==> src/sv/rtud_pkg.sv <==
`default_nettype none

package rtud_pkg;

	localparam int MAX_ADU_BYTES = 256;
	localparam int MIN_FRAME_BYTES = 4;
	localparam int COUNT_W = $clog2(MAX_ADU_BYTES + 3);
	localparam int LEN_W = 9;
	localparam int TICKS_W = 16;

	localparam logic [COUNT_W-1:0] COUNT_LIMIT = COUNT_W'(MAX_ADU_BYTES + 2);
	localparam logic [TICKS_W-1:0] SILENCE_RESET = 16'd4100;
	localparam logic [LEN_W-1:0] MAX_ADU_RESET = 9'd256;
	localparam logic [15:0] CRC_INIT = 16'hFFFF;
	localparam logic [15:0] CRC_POLY = 16'hA001;

	typedef enum logic [1:0] {
		REQ_BYTE  = 2'd0,
		REQ_TICK  = 2'd1,
		REQ_CLEAR = 2'd2,
		REQ_NONE  = 2'd3
	} req_t;

	typedef enum logic [1:0] {
		ST_OK       = 2'd0,
		ST_OVERFLOW = 2'd1,
		ST_FRAME    = 2'd2,
		ST_CRC      = 2'd3
	} status_t;

	typedef enum logic {
		CFG_SILENCE = 1'b0,
		CFG_MAX_ADU = 1'b1
	} cfg_idx_t;

	// One byte of the reflected Modbus CRC-16, bit by bit.
	function automatic logic [15:0] crc16_byte(input logic [15:0] crc_in,
		input logic [7:0] data);
		logic [15:0] crc;
		crc = crc_in ^ {8'h00, data};
		for (int i = 0; i < 8; i++) begin
			if (crc[0]) begin
				crc = (crc >> 1) ^ CRC_POLY;
			end else begin
				crc = crc >> 1;
			end
		end
		return crc;
	endfunction

endpackage

`default_nettype wire

==> src/sv/rtu_receive_deframer_unit.sv <==
// A result appears in the output register in the cycle after the transaction that causes it.
// Throughput: one input transaction per cycle; input ready stays high while the output
// register is empty or is being emptied in the same cycle.
// Reset (arst_n low, asynchronous): timer idle, frame cleared, CRC at 0xFFFF,
// silence_ticks 4100, largest ADU length 256, output register empty.
`default_nettype none

module rtu_receive_deframer_unit
	import rtud_pkg::*;
(
	input  wire logic              clk,
	input  wire logic              arst_n,
	input  wire logic              cfg_we,
	input  wire logic              cfg_index,
	input  wire logic [15:0]       cfg_data,
	input  wire logic              in_valid,
	output logic                   in_ready,
	input  wire logic [1:0]        req_type,
	input  wire logic [7:0]        rx_byte,
	output logic                   out_valid,
	input  wire logic              out_ready,
	output logic                   frame_end,
	output logic [7:0]             data_byte,
	output logic [1:0]             frame_status,
	output logic [LEN_W-1:0]       payload_len
);

	logic [TICKS_W-1:0] silence_ticks_q;
	logic [LEN_W-1:0]   max_adu_q;

	logic [15:0]        crc_q;
	logic [COUNT_W-1:0] byte_count_q;
	logic               overflow_q;
	logic [7:0]         held0_q;
	logic [7:0]         held1_q;
	logic [TICKS_W-1:0] silence_count_q;
	logic               timer_active_q;

	logic               accept;
	logic               emit;
	logic               emit_end;
	logic [7:0]         emit_data;
	status_t            emit_status;
	logic [LEN_W-1:0]   emit_len;
	logic [TICKS_W-1:0] silence_next;
	logic               expired;
	logic               frame_bad;
	req_t               req;

	assign req      = req_t'(req_type);
	assign in_ready = !out_valid || out_ready;
	assign accept   = in_valid && in_ready;

	assign silence_next = (silence_count_q == {TICKS_W{1'b1}}) ? silence_count_q
		: silence_count_q + TICKS_W'(1);
	assign expired = timer_active_q && (silence_next >= silence_ticks_q);

	assign frame_bad = (max_adu_q == '0)
		|| (byte_count_q < COUNT_W'(MIN_FRAME_BYTES))
		|| ((LEN_W + 1)'(byte_count_q) > ({1'b0, max_adu_q} + (LEN_W + 1)'(2)));

	always_comb begin
		emit        = 1'b0;
		emit_end    = 1'b0;
		emit_data   = '0;
		emit_status = ST_OK;
		emit_len    = '0;
		unique case (req)
			REQ_BYTE: begin
				if (byte_count_q < COUNT_LIMIT && byte_count_q >= COUNT_W'(2)) begin
					emit      = 1'b1;
					emit_data = held0_q;
				end
			end
			REQ_TICK: begin
				if (expired && (byte_count_q != '0 || overflow_q)) begin
					emit     = 1'b1;
					emit_end = 1'b1;
					priority if (overflow_q) begin
						emit_status = ST_OVERFLOW;
					end else if (frame_bad) begin
						emit_status = ST_FRAME;
					end else if (crc_q != 16'h0000) begin
						emit_status = ST_CRC;
					end else begin
						emit_status = ST_OK;
						emit_len    = LEN_W'(byte_count_q) - LEN_W'(2);
					end
				end
			end
			REQ_CLEAR, REQ_NONE: begin
			end
			default: begin
			end
		endcase
	end

	always_ff @(posedge clk or negedge arst_n) begin
		if (!arst_n) begin
			silence_ticks_q <= SILENCE_RESET;
			max_adu_q       <= MAX_ADU_RESET;
		end else if (cfg_we) begin
			unique case (cfg_idx_t'(cfg_index))
				CFG_SILENCE: silence_ticks_q <= cfg_data;
				CFG_MAX_ADU: max_adu_q <= cfg_data[LEN_W-1:0];
				default: begin
				end
			endcase
		end
	end

	always_ff @(posedge clk or negedge arst_n) begin
		if (!arst_n) begin
			crc_q           <= CRC_INIT;
			byte_count_q    <= '0;
			overflow_q      <= 1'b0;
			held0_q         <= '0;
			held1_q         <= '0;
			silence_count_q <= '0;
			timer_active_q  <= 1'b0;
		end else if (accept) begin
			unique case (req)
				REQ_BYTE: begin
					if (byte_count_q < COUNT_LIMIT) begin
						if (byte_count_q >= COUNT_W'(2)) begin
							held0_q <= held1_q;
							held1_q <= rx_byte;
						end else if (byte_count_q == '0) begin
							held0_q <= rx_byte;
						end else begin
							held1_q <= rx_byte;
						end
						byte_count_q <= byte_count_q + COUNT_W'(1);
						crc_q        <= crc16_byte(crc_q, rx_byte);
					end else begin
						overflow_q <= 1'b1;
					end
					silence_count_q <= '0;
					timer_active_q  <= 1'b1;
				end
				REQ_TICK: begin
					if (timer_active_q) begin
						if (expired) begin
							// Expiry always leaves a clean receiver, whether or not a status goes out.
							crc_q           <= CRC_INIT;
							byte_count_q    <= '0;
							overflow_q      <= 1'b0;
							held0_q         <= '0;
							held1_q         <= '0;
							silence_count_q <= '0;
							timer_active_q  <= 1'b0;
						end else begin
							silence_count_q <= silence_next;
						end
					end
				end
				REQ_CLEAR: begin
					crc_q           <= CRC_INIT;
					byte_count_q    <= '0;
					overflow_q      <= 1'b0;
					held0_q         <= '0;
					held1_q         <= '0;
					silence_count_q <= '0;
					timer_active_q  <= 1'b0;
				end
				REQ_NONE: begin
				end
				default: begin
				end
			endcase
		end
	end

	always_ff @(posedge clk or negedge arst_n) begin
		if (!arst_n) begin
			out_valid <= 1'b0;
		end else if (accept) begin
			out_valid <= emit;
		end else if (out_ready) begin
			out_valid <= 1'b0;
		end
	end

	always_ff @(posedge clk) begin
		if (accept && emit) begin
			frame_end    <= emit_end;
			data_byte    <= emit_data;
			frame_status <= emit_status;
			payload_len  <= emit_len;
		end
	end

`ifndef NO_ASSERTIONS
	a_count_bound: assert property (@(posedge clk) disable iff (!arst_n)
		byte_count_q <= COUNT_LIMIT)
		else $error("byte count beyond the frame limit");

	a_idle_timer_zero: assert property (@(posedge clk) disable iff (!arst_n)
		!timer_active_q |-> silence_count_q == '0)
		else $error("silence count running while the timer is idle");

	a_clear_empties: assert property (@(posedge clk) disable iff (!arst_n)
		accept && req == REQ_CLEAR |=> byte_count_q == '0 && !overflow_q && !timer_active_q)
		else $error("clear transaction left frame state behind");

	a_ok_length: assert property (@(posedge clk) disable iff (!arst_n)
		out_valid && frame_end && frame_status == ST_OK |-> payload_len >= LEN_W'(2))
		else $error("ok status with a length below the minimum frame");

	a_err_length: assert property (@(posedge clk) disable iff (!arst_n)
		out_valid && frame_end && frame_status != ST_OK |-> payload_len == '0)
		else $error("error status with a nonzero length");
`endif

endmodule

`default_nettype wire
==> config.mk <==
export PLATFORM = sky130hd
export DESIGN_NAME = rtu_receive_deframer_unit
export DESIGN_NICKNAME = d
export VERILOG_FILES = /design/src/sv/rtud_pkg.sv /design/src/sv/rtu_receive_deframer_unit.sv
export SDC_FILE = /design/constraint.sdc
export NUM_CORES = 1
export LEC_CHECK = 0
export BUFFER_PORTS_ARGS = -buffer_cell sky130_fd_sc_hd__buf_2
export CAP_MARGIN = 20
export CORE_UTILIZATION = 60
export DETAILED_ROUTE_END_ITERATION = 10
export GPL_ROUTABILITY_DRIVEN = 0
export HOLD_SLACK_MARGIN = 0.06
export PLACE_DENSITY = 0.76
export SETUP_SLACK_MARGIN = 0.15
export SLEW_MARGIN = 20
export SYNTH_ARGS = -nofsm -noshare
export SYNTH_HDL_FRONTEND = slang
export SYNTH_SLANG_ARGS = --single-unit
==> constraint.sdc <==
create_clock -name clk -period 6.7 [get_ports clk]
set_clock_uncertainty 0.05 [all_clocks]
set_input_delay 0.335 -clock clk [delete_from_list [all_inputs] [get_ports clk]]
set_output_delay 0.335 -clock clk [all_outputs]
set_load 0.05 [all_outputs]
Word level (Yosys, flattened, before mapping)
Cells that the tools add are included.
W data, S select, Z words.
- add/sub/neg operators: 4
- $mul: 0
- divide/modulo/power cells: 0
- order comparisons: 5
- equal/unequal tests: 9
- shifts and indexed selects: 0
- mux-type cells: 66
- bitwise logic cells: 12
- reductions and logical operators: 31
- operator list (operator ; count):
    $mux W16 ; 35
    $mux W8 ; 8
    $pmux W16 S3 ; 1
    $pmux W8 S3 ; 2
    $pmux W16 S2 ; 1
    $mux W9 ; 3
    $pmux W9 S3 ; 1
    $not A2 Y3 ; 8
    $logic_not A9 Y1 ; 2
    $add A16 B1 Y16 const B ; 1
    $eq A16 B16 Y1 const B ; 1
    $ge A16 B16 Y1 ; 1
    $reduce_bool A16 Y1 ; 1
    $xor A16 B8 Y16 ; 1
    $reduce_and A6 Y1 ; 2
    $add A9 B2 Y10 const B ; 1
    $gt A9 B10 Y1 ; 1
    $mux W1 ; 10
    $reduce_and A2 Y1 ; 5
    $reduce_and A5 Y1 ; 2
    $add A9 B1 Y9 const B ; 1
    $ge A9 B2 Y1 const B ; 1
    $lt A9 B3 Y1 const B ; 1
    $lt A9 B9 Y1 const B ; 1
    other kinds (20) ; 36
- flip-flop bits (word level): 105
- latch bits: 0
- memory bits (writable): 0
- bits in read-only memories: 0
- output and inout bits: 22
- word-level logic and storage cells: 142
- memories: 0

Logic depth before layout (Yosys ltp)
- depth after elaboration: 40
- depth in mapped cells: 17

Worst setup path after synthesis
Ideal clock, no wire load.
- path kind: register to register
- from: reg silence_count_q[0]
- to: reg data_byte[0], enable pin
- library setup time: 0.422 ns
- arrival: 4.697 ns
- data required time: 6.228 ns
- slack: 1.531 ns
- stages on the path, launching flop included: 16
- period minus slack after synthesis: 5.169 ns
- cells stage by stage: dfrtp_1 ha_1 nand3_1 or2_2 clkbuf_1 o21ai_1 nor3_1 and3_1 xor2_1 ha_1 and4_1 o211ai_1 a211o_1 a2111oi_4 nor2_1 nor3_1
- word-level cells in the longest chain between the ends: 8
- elaborated cells on any way between the ends: 9
- those cells by class: 1 x add/sub; 1 x order compare; 1 x eq/ne; 3 x mux; 3 x reduce/logical
- ends and longest elaborated chain (what ; RTL line ; source):
    start: declaration ; rtu_receive_deframer_unit.sv:36 ; logic [TICKS_W-1:0] silence_count_q;
    start signal: assignment ; rtu_receive_deframer_unit.sv:153 ; silence_count_q <= silence_next;
    $add A16 B1 Y16 or $eq A16 B16 Y1 (tied branches) ; rtu_receive_deframer_unit.sv:55, rtu_receive_deframer_unit.sv:54 ;
    $mux W16 (*) ; rtu_receive_deframer_unit.sv:54 ; assign silence_next = (silence_count_q == {TICKS_W{1'b1}}) ? silence_count_q
    $ge A16 B16 Y1 (*) ; rtu_receive_deframer_unit.sv:56 ; assign expired = timer_active_q && (silence_next >= silence_ticks_q);
    $logic_and A1 B1 Y1 (*) ; rtu_receive_deframer_unit.sv:56 ;
    $logic_and A1 B1 Y1 (*) ; rtu_receive_deframer_unit.sv:76 ; if (expired && (byte_count_q != '0 || overflow_q)) begin
    $mux W1 (*) ; rtu_receive_deframer_unit.sv:76 ;
    $pmux W1 S2 (*) ; rtu_receive_deframer_unit.sv:68 ; unique case (req)
    $logic_and A1 B1 Y1 (*) ; rtu_receive_deframer_unit.sv:185 ; if (accept && emit) begin
    end signal: assignment ; rtu_receive_deframer_unit.sv:187 ; data_byte <= emit_data;
    end: declaration ; rtu_receive_deframer_unit.sv:23 ; output logic [7:0] data_byte,
Every way passes the cells marked *; elsewhere a longest branch is shown, timed or not.
A chain may end at the register's enable or synchronous reset.

Worst setup path after layout
- from: reg silence_count_q[0]
- to: reg silence_count_q[8]
- word-level cells in the longest chain between the ends: 7
- elaborated cells on any way between the ends: 8
- those cells by class: 1 x add/sub; 1 x order compare; 1 x eq/ne; 4 x mux; 1 x reduce/logical
- ends and longest elaborated chain (what ; RTL line ; source):
    $add A16 B1 Y16 or $eq A16 B16 Y1 (tied branches) ; rtu_receive_deframer_unit.sv:55, rtu_receive_deframer_unit.sv:54 ;
    $mux W16 (*) ; rtu_receive_deframer_unit.sv:54 ;
    $ge A16 B16 Y1 ; rtu_receive_deframer_unit.sv:56 ;
    $logic_and A1 B1 Y1 ; rtu_receive_deframer_unit.sv:56 ;
    $mux W16 (*) ; rtu_receive_deframer_unit.sv:143 ; if (expired) begin
    $mux W16 (*) ; rtu_receive_deframer_unit.sv:142 ; if (timer_active_q) begin
    $pmux W16 S2 (*) ; rtu_receive_deframer_unit.sv:122 ; unique case (req)
Every way passes the cells marked *; elsewhere a longest branch is shown, timed or not. The select of a mux whose other input is x is not followed.

==> impl_metrics.py <==
metrics = {
    "status": {
        "status": "finished, final reports clean",
    },
    "pwr": {
        "p_leak_nw": 2.81,
        "vdd_drop_max_v": 0.000356,
        "powerDensity_mw_per_mm2": 282,
    },
    "final_layout": {
        "utilization_pct": 67.4,
        "final_area_mm2": 0.00659,
        "final_cell_mix": "nand2_1, dfrtp_1, nor2_1",
        "area_delta_synth_final_pct": 8.71,
        "mostFrequentLayoutCell": "nand2_1",
        "fillers": 791,
        "nets": 741,
        "diodes": 0,
        "drive_gt1_share_pct": 17.6,
    },
    "floorplan": {
        "die_w_um": 103,
        "core-area_mm2": 0.00977,
        "dieArea_mm2": 0.0105,
        "start_util_pct": 62.0,
        "io_pins": 54,
        "num_rows": 36,
        "die_h_um": 103,
    },
    "timing": {
        "hold_slack_ns": 0.108,
        "worst_pin_slew_ns": 1.08,
        "layout_setup_ws_ns": 1.97,
        "fin_tns_setup_ns": 0,
        "setup_viol": 0,
        "fin_crit_sh_pct": 70.6,
        "grt_setup_unrepaired": "false",
        "fmax_mhz": 211,
        "slew_viol_final": 0,
        "fin_crit_ns": 4.73,
        "slew_headroom_pct": 28.2,
        "hold_viol_final": 0,
    },
    "place": {
        "port_buffers": 53,
        "place_area_mm2": 0.00640,
        "dp_hpwl_um": 9220,
        "place_ws_ns": 2.00,
    },
    "yosys": {
        "synth_ff_type": "dfrtp_1",
        "synth_edf_count": 20,
        "synthAdderAreaFrac_pct": 7.43,
        "synth-simple-area-share_pct": 18.9,
        "syn_avg_cell_area_um2": 9.64,
        "synth_compound_area_share_pct": 14.3,
        "synth_top_family_by_area": "simple AND/OR/NAND/NOR gates",
        "synth_nets": 697,
        "async_flop_share_pct": 81.0,
        "yosysSeqAreaShare_pct": 45.4,
        "yosysWarnings": 0,
        "yosys.cell_types.count": 61,
        "muxShareOfSynthArea_pct": 3.53,
        "ys_ff_latch": 105,
        "synth_xor_area_share_pct": 6.23,
        "mappedNetlistArea_mm2": 0.00606,
        "synth_cells": 629,
    },
    "setup_path": {
        "cp_cell_sequence": "ha_1 -> nand3_1 -> or2_2 -> o21ai_1 -> nor3_1 -> and3_1 -> xor2_1 -> ha_1 -> a21oi_1 -> o21ai_0 -> a21oi_1 -> a21oi_1 -> nor3_2 -> nand2_1 -> o41ai_1",
        "cp.required_ns": 6.91,
        "path_max_fanout": 9,
        "cp_slowest_stage_delay_ns": 0.54,
        "crit_top_cell": "a21oi_1",
        "critPathKind": "register to register",
        "worst_setup_path_start_kind": "register",
        "cp-end-kind": "register",
        "critPathSlowestCell": "nor3_2",
        "path_delay_family": "simple AND/OR/NAND/NOR gates",
        "worst_ep_arrival_time_ns": 4.94,
        "crit_buf_inv": 0,
    },
    "drt": {
        "drtPass1Iterations": 5,
        "routedWlPerCell_um": 15.5,
        "vias": 4599,
        "route.detailed.drc": 0,
        "drt_iter0_drc": 181,
        "routed_wl_um": 12500,
        "vias_per_cell": 5.67,
        "final_antenna_net_count": 0,
    },
    "clock_tree": {
        "cts.htree.levels": 3,
        "clkTransAtPathRegs_ns": 0.09,
        "insertion_delay_ns": 0.38,
        "numCtsBuffers": 9,
        "root_buffer": "clkbuf_8",
        "cts.sinks": 105,
        "post_cts_resized": 0,
        "cts_tree": "done",
        "cts_buffer_depth": 2,
    },
    "min_path": {
        "hp-class": "input port to register",
    },
    "global_routing": {
        "antenna_found_initial": 0,
        "grt_pass1_wl_um": 20900,
        "grt_overflow": 0,
        "grt_pass1_vias": 4423,
        "grt_max_degree": 86,
        "gr-usage-all-layers_pct": 26.1,
    },
    "job": {
        "cap_violations": 0,
    },
}
## per-stage QoR
stage	total power [mW]	instances
2_1_floorplan	1.35	629
3_3_place_gp	1.48	794
3_5_place_dp	1.50	794
4_1_cts	1.87	810
5_1_grt	1.98	811
6_report	1.86	811
## routing by layer
metal | vias to the layer above | share of wire [%] | global-route usage, %
li1 | 2285 | - | -
met1 | 2208 | 47 | 36.4
met2 | 89 | 48 | 41.9
met3 | 17 | 3.6 | 3.19
met4 | 0 | 1.7 | 9.67
met5 | - | 0 | 0
## final timing paths
| kind | cells after the start | slack, ns | start | end |
|---|---|---|---|---|
| worst max-delay path | 15 | 1.97 | silence_count_q[0] | silence_count_q[8] |
| worst min-delay path | 3 | 0.11 | cfg_data[14] | silence_ticks_q[14] |
| worst max register to register | 15 | 1.97 | silence_count_q[0] | silence_count_q[8] |
| worst min register to register | 2 | 0.43 | held0_q[7] | held0_q[7] |
| max in group asynchronous | 2 | 5.54 | arst_n | silence_count_q[5] |
| min in group asynchronous | 2 | 0.53 | arst_n | held0_q[2] |
## flip-flops by register name (all words and copies together), names as in the netlist, 2 cells and up
register,flops
crc_q,16
silence_count_q,16
silence_ticks_q,16
byte_count_q,9
max_adu_q,9
payload_len,9
data_byte,8
held0_q,8
held1_q,8
frame_status,2
## where the power goes
group	switching, mW	internal (mW)
Sequential	0.120	0.785
Clock	0.225	0.138
Combinational	0.321	0.268
## area by class of cell
type,instances,area [um^2],area share [%]
well taps,133,166,2.53
clock buffers,9,124,1.88
repair buffers,58,312,4.73
inverters,31,116,1.77
flip-flops and latches,105,2750,41.8
multi-input cells,468,3070,46.5
clock inverters,7,52.6,0.798
## logic make-up (layout without fill, tap and decap cells)
| family | count (synthesis) | in the layout |
|---|---|---|
| simple gates | 238 | 238 |
| compound gates | 134 | 134 |
| flops | 105 | 105 |
| xor+xnor | 40 | 40 |
| mux | 20 | 20 |
| fa+ha+maj | 36 | 36 |
| buf+inv | 56 | 105 |
## cells in the mapped netlist (15+ instances only)
| library cell | count | share of area, % |
|---|---|---|
| dfstp_2 | 19 | 8.2 |
| o21ai_0 | 31 | 2.6 |
| nand3_1 | 20 | 1.7 |
| a21oi_1 | 39 | 3.2 |
| clkbuf_1 | 16 | 0.99 |
| dfrtp_1 | 66 | 27 |
| edfxtp_1 | 20 | 9.9 |
| inv_1 | 31 | 1.9 |
| xor2_1 | 15 | 2.2 |
| xnor2_1 | 23 | 3.3 |
| nor2_1 | 59 | 3.7 |
| nand2_1 | 83 | 5.1 |
| ha_1 | 36 | 7.4 |
## tightest hold or removal path, cell delays in order
cell     delay, ns
buf_2         0.07
nand2_1       0.04
o21ai_0       0.05
## repair_timing
action / CTS / global route
endpoints found under the hold margin: 0 / 63
buffers inserted: 0 / 0
hold buffers: 0 / 1
No activity file was read; power rests on OpenSTA's default activity.
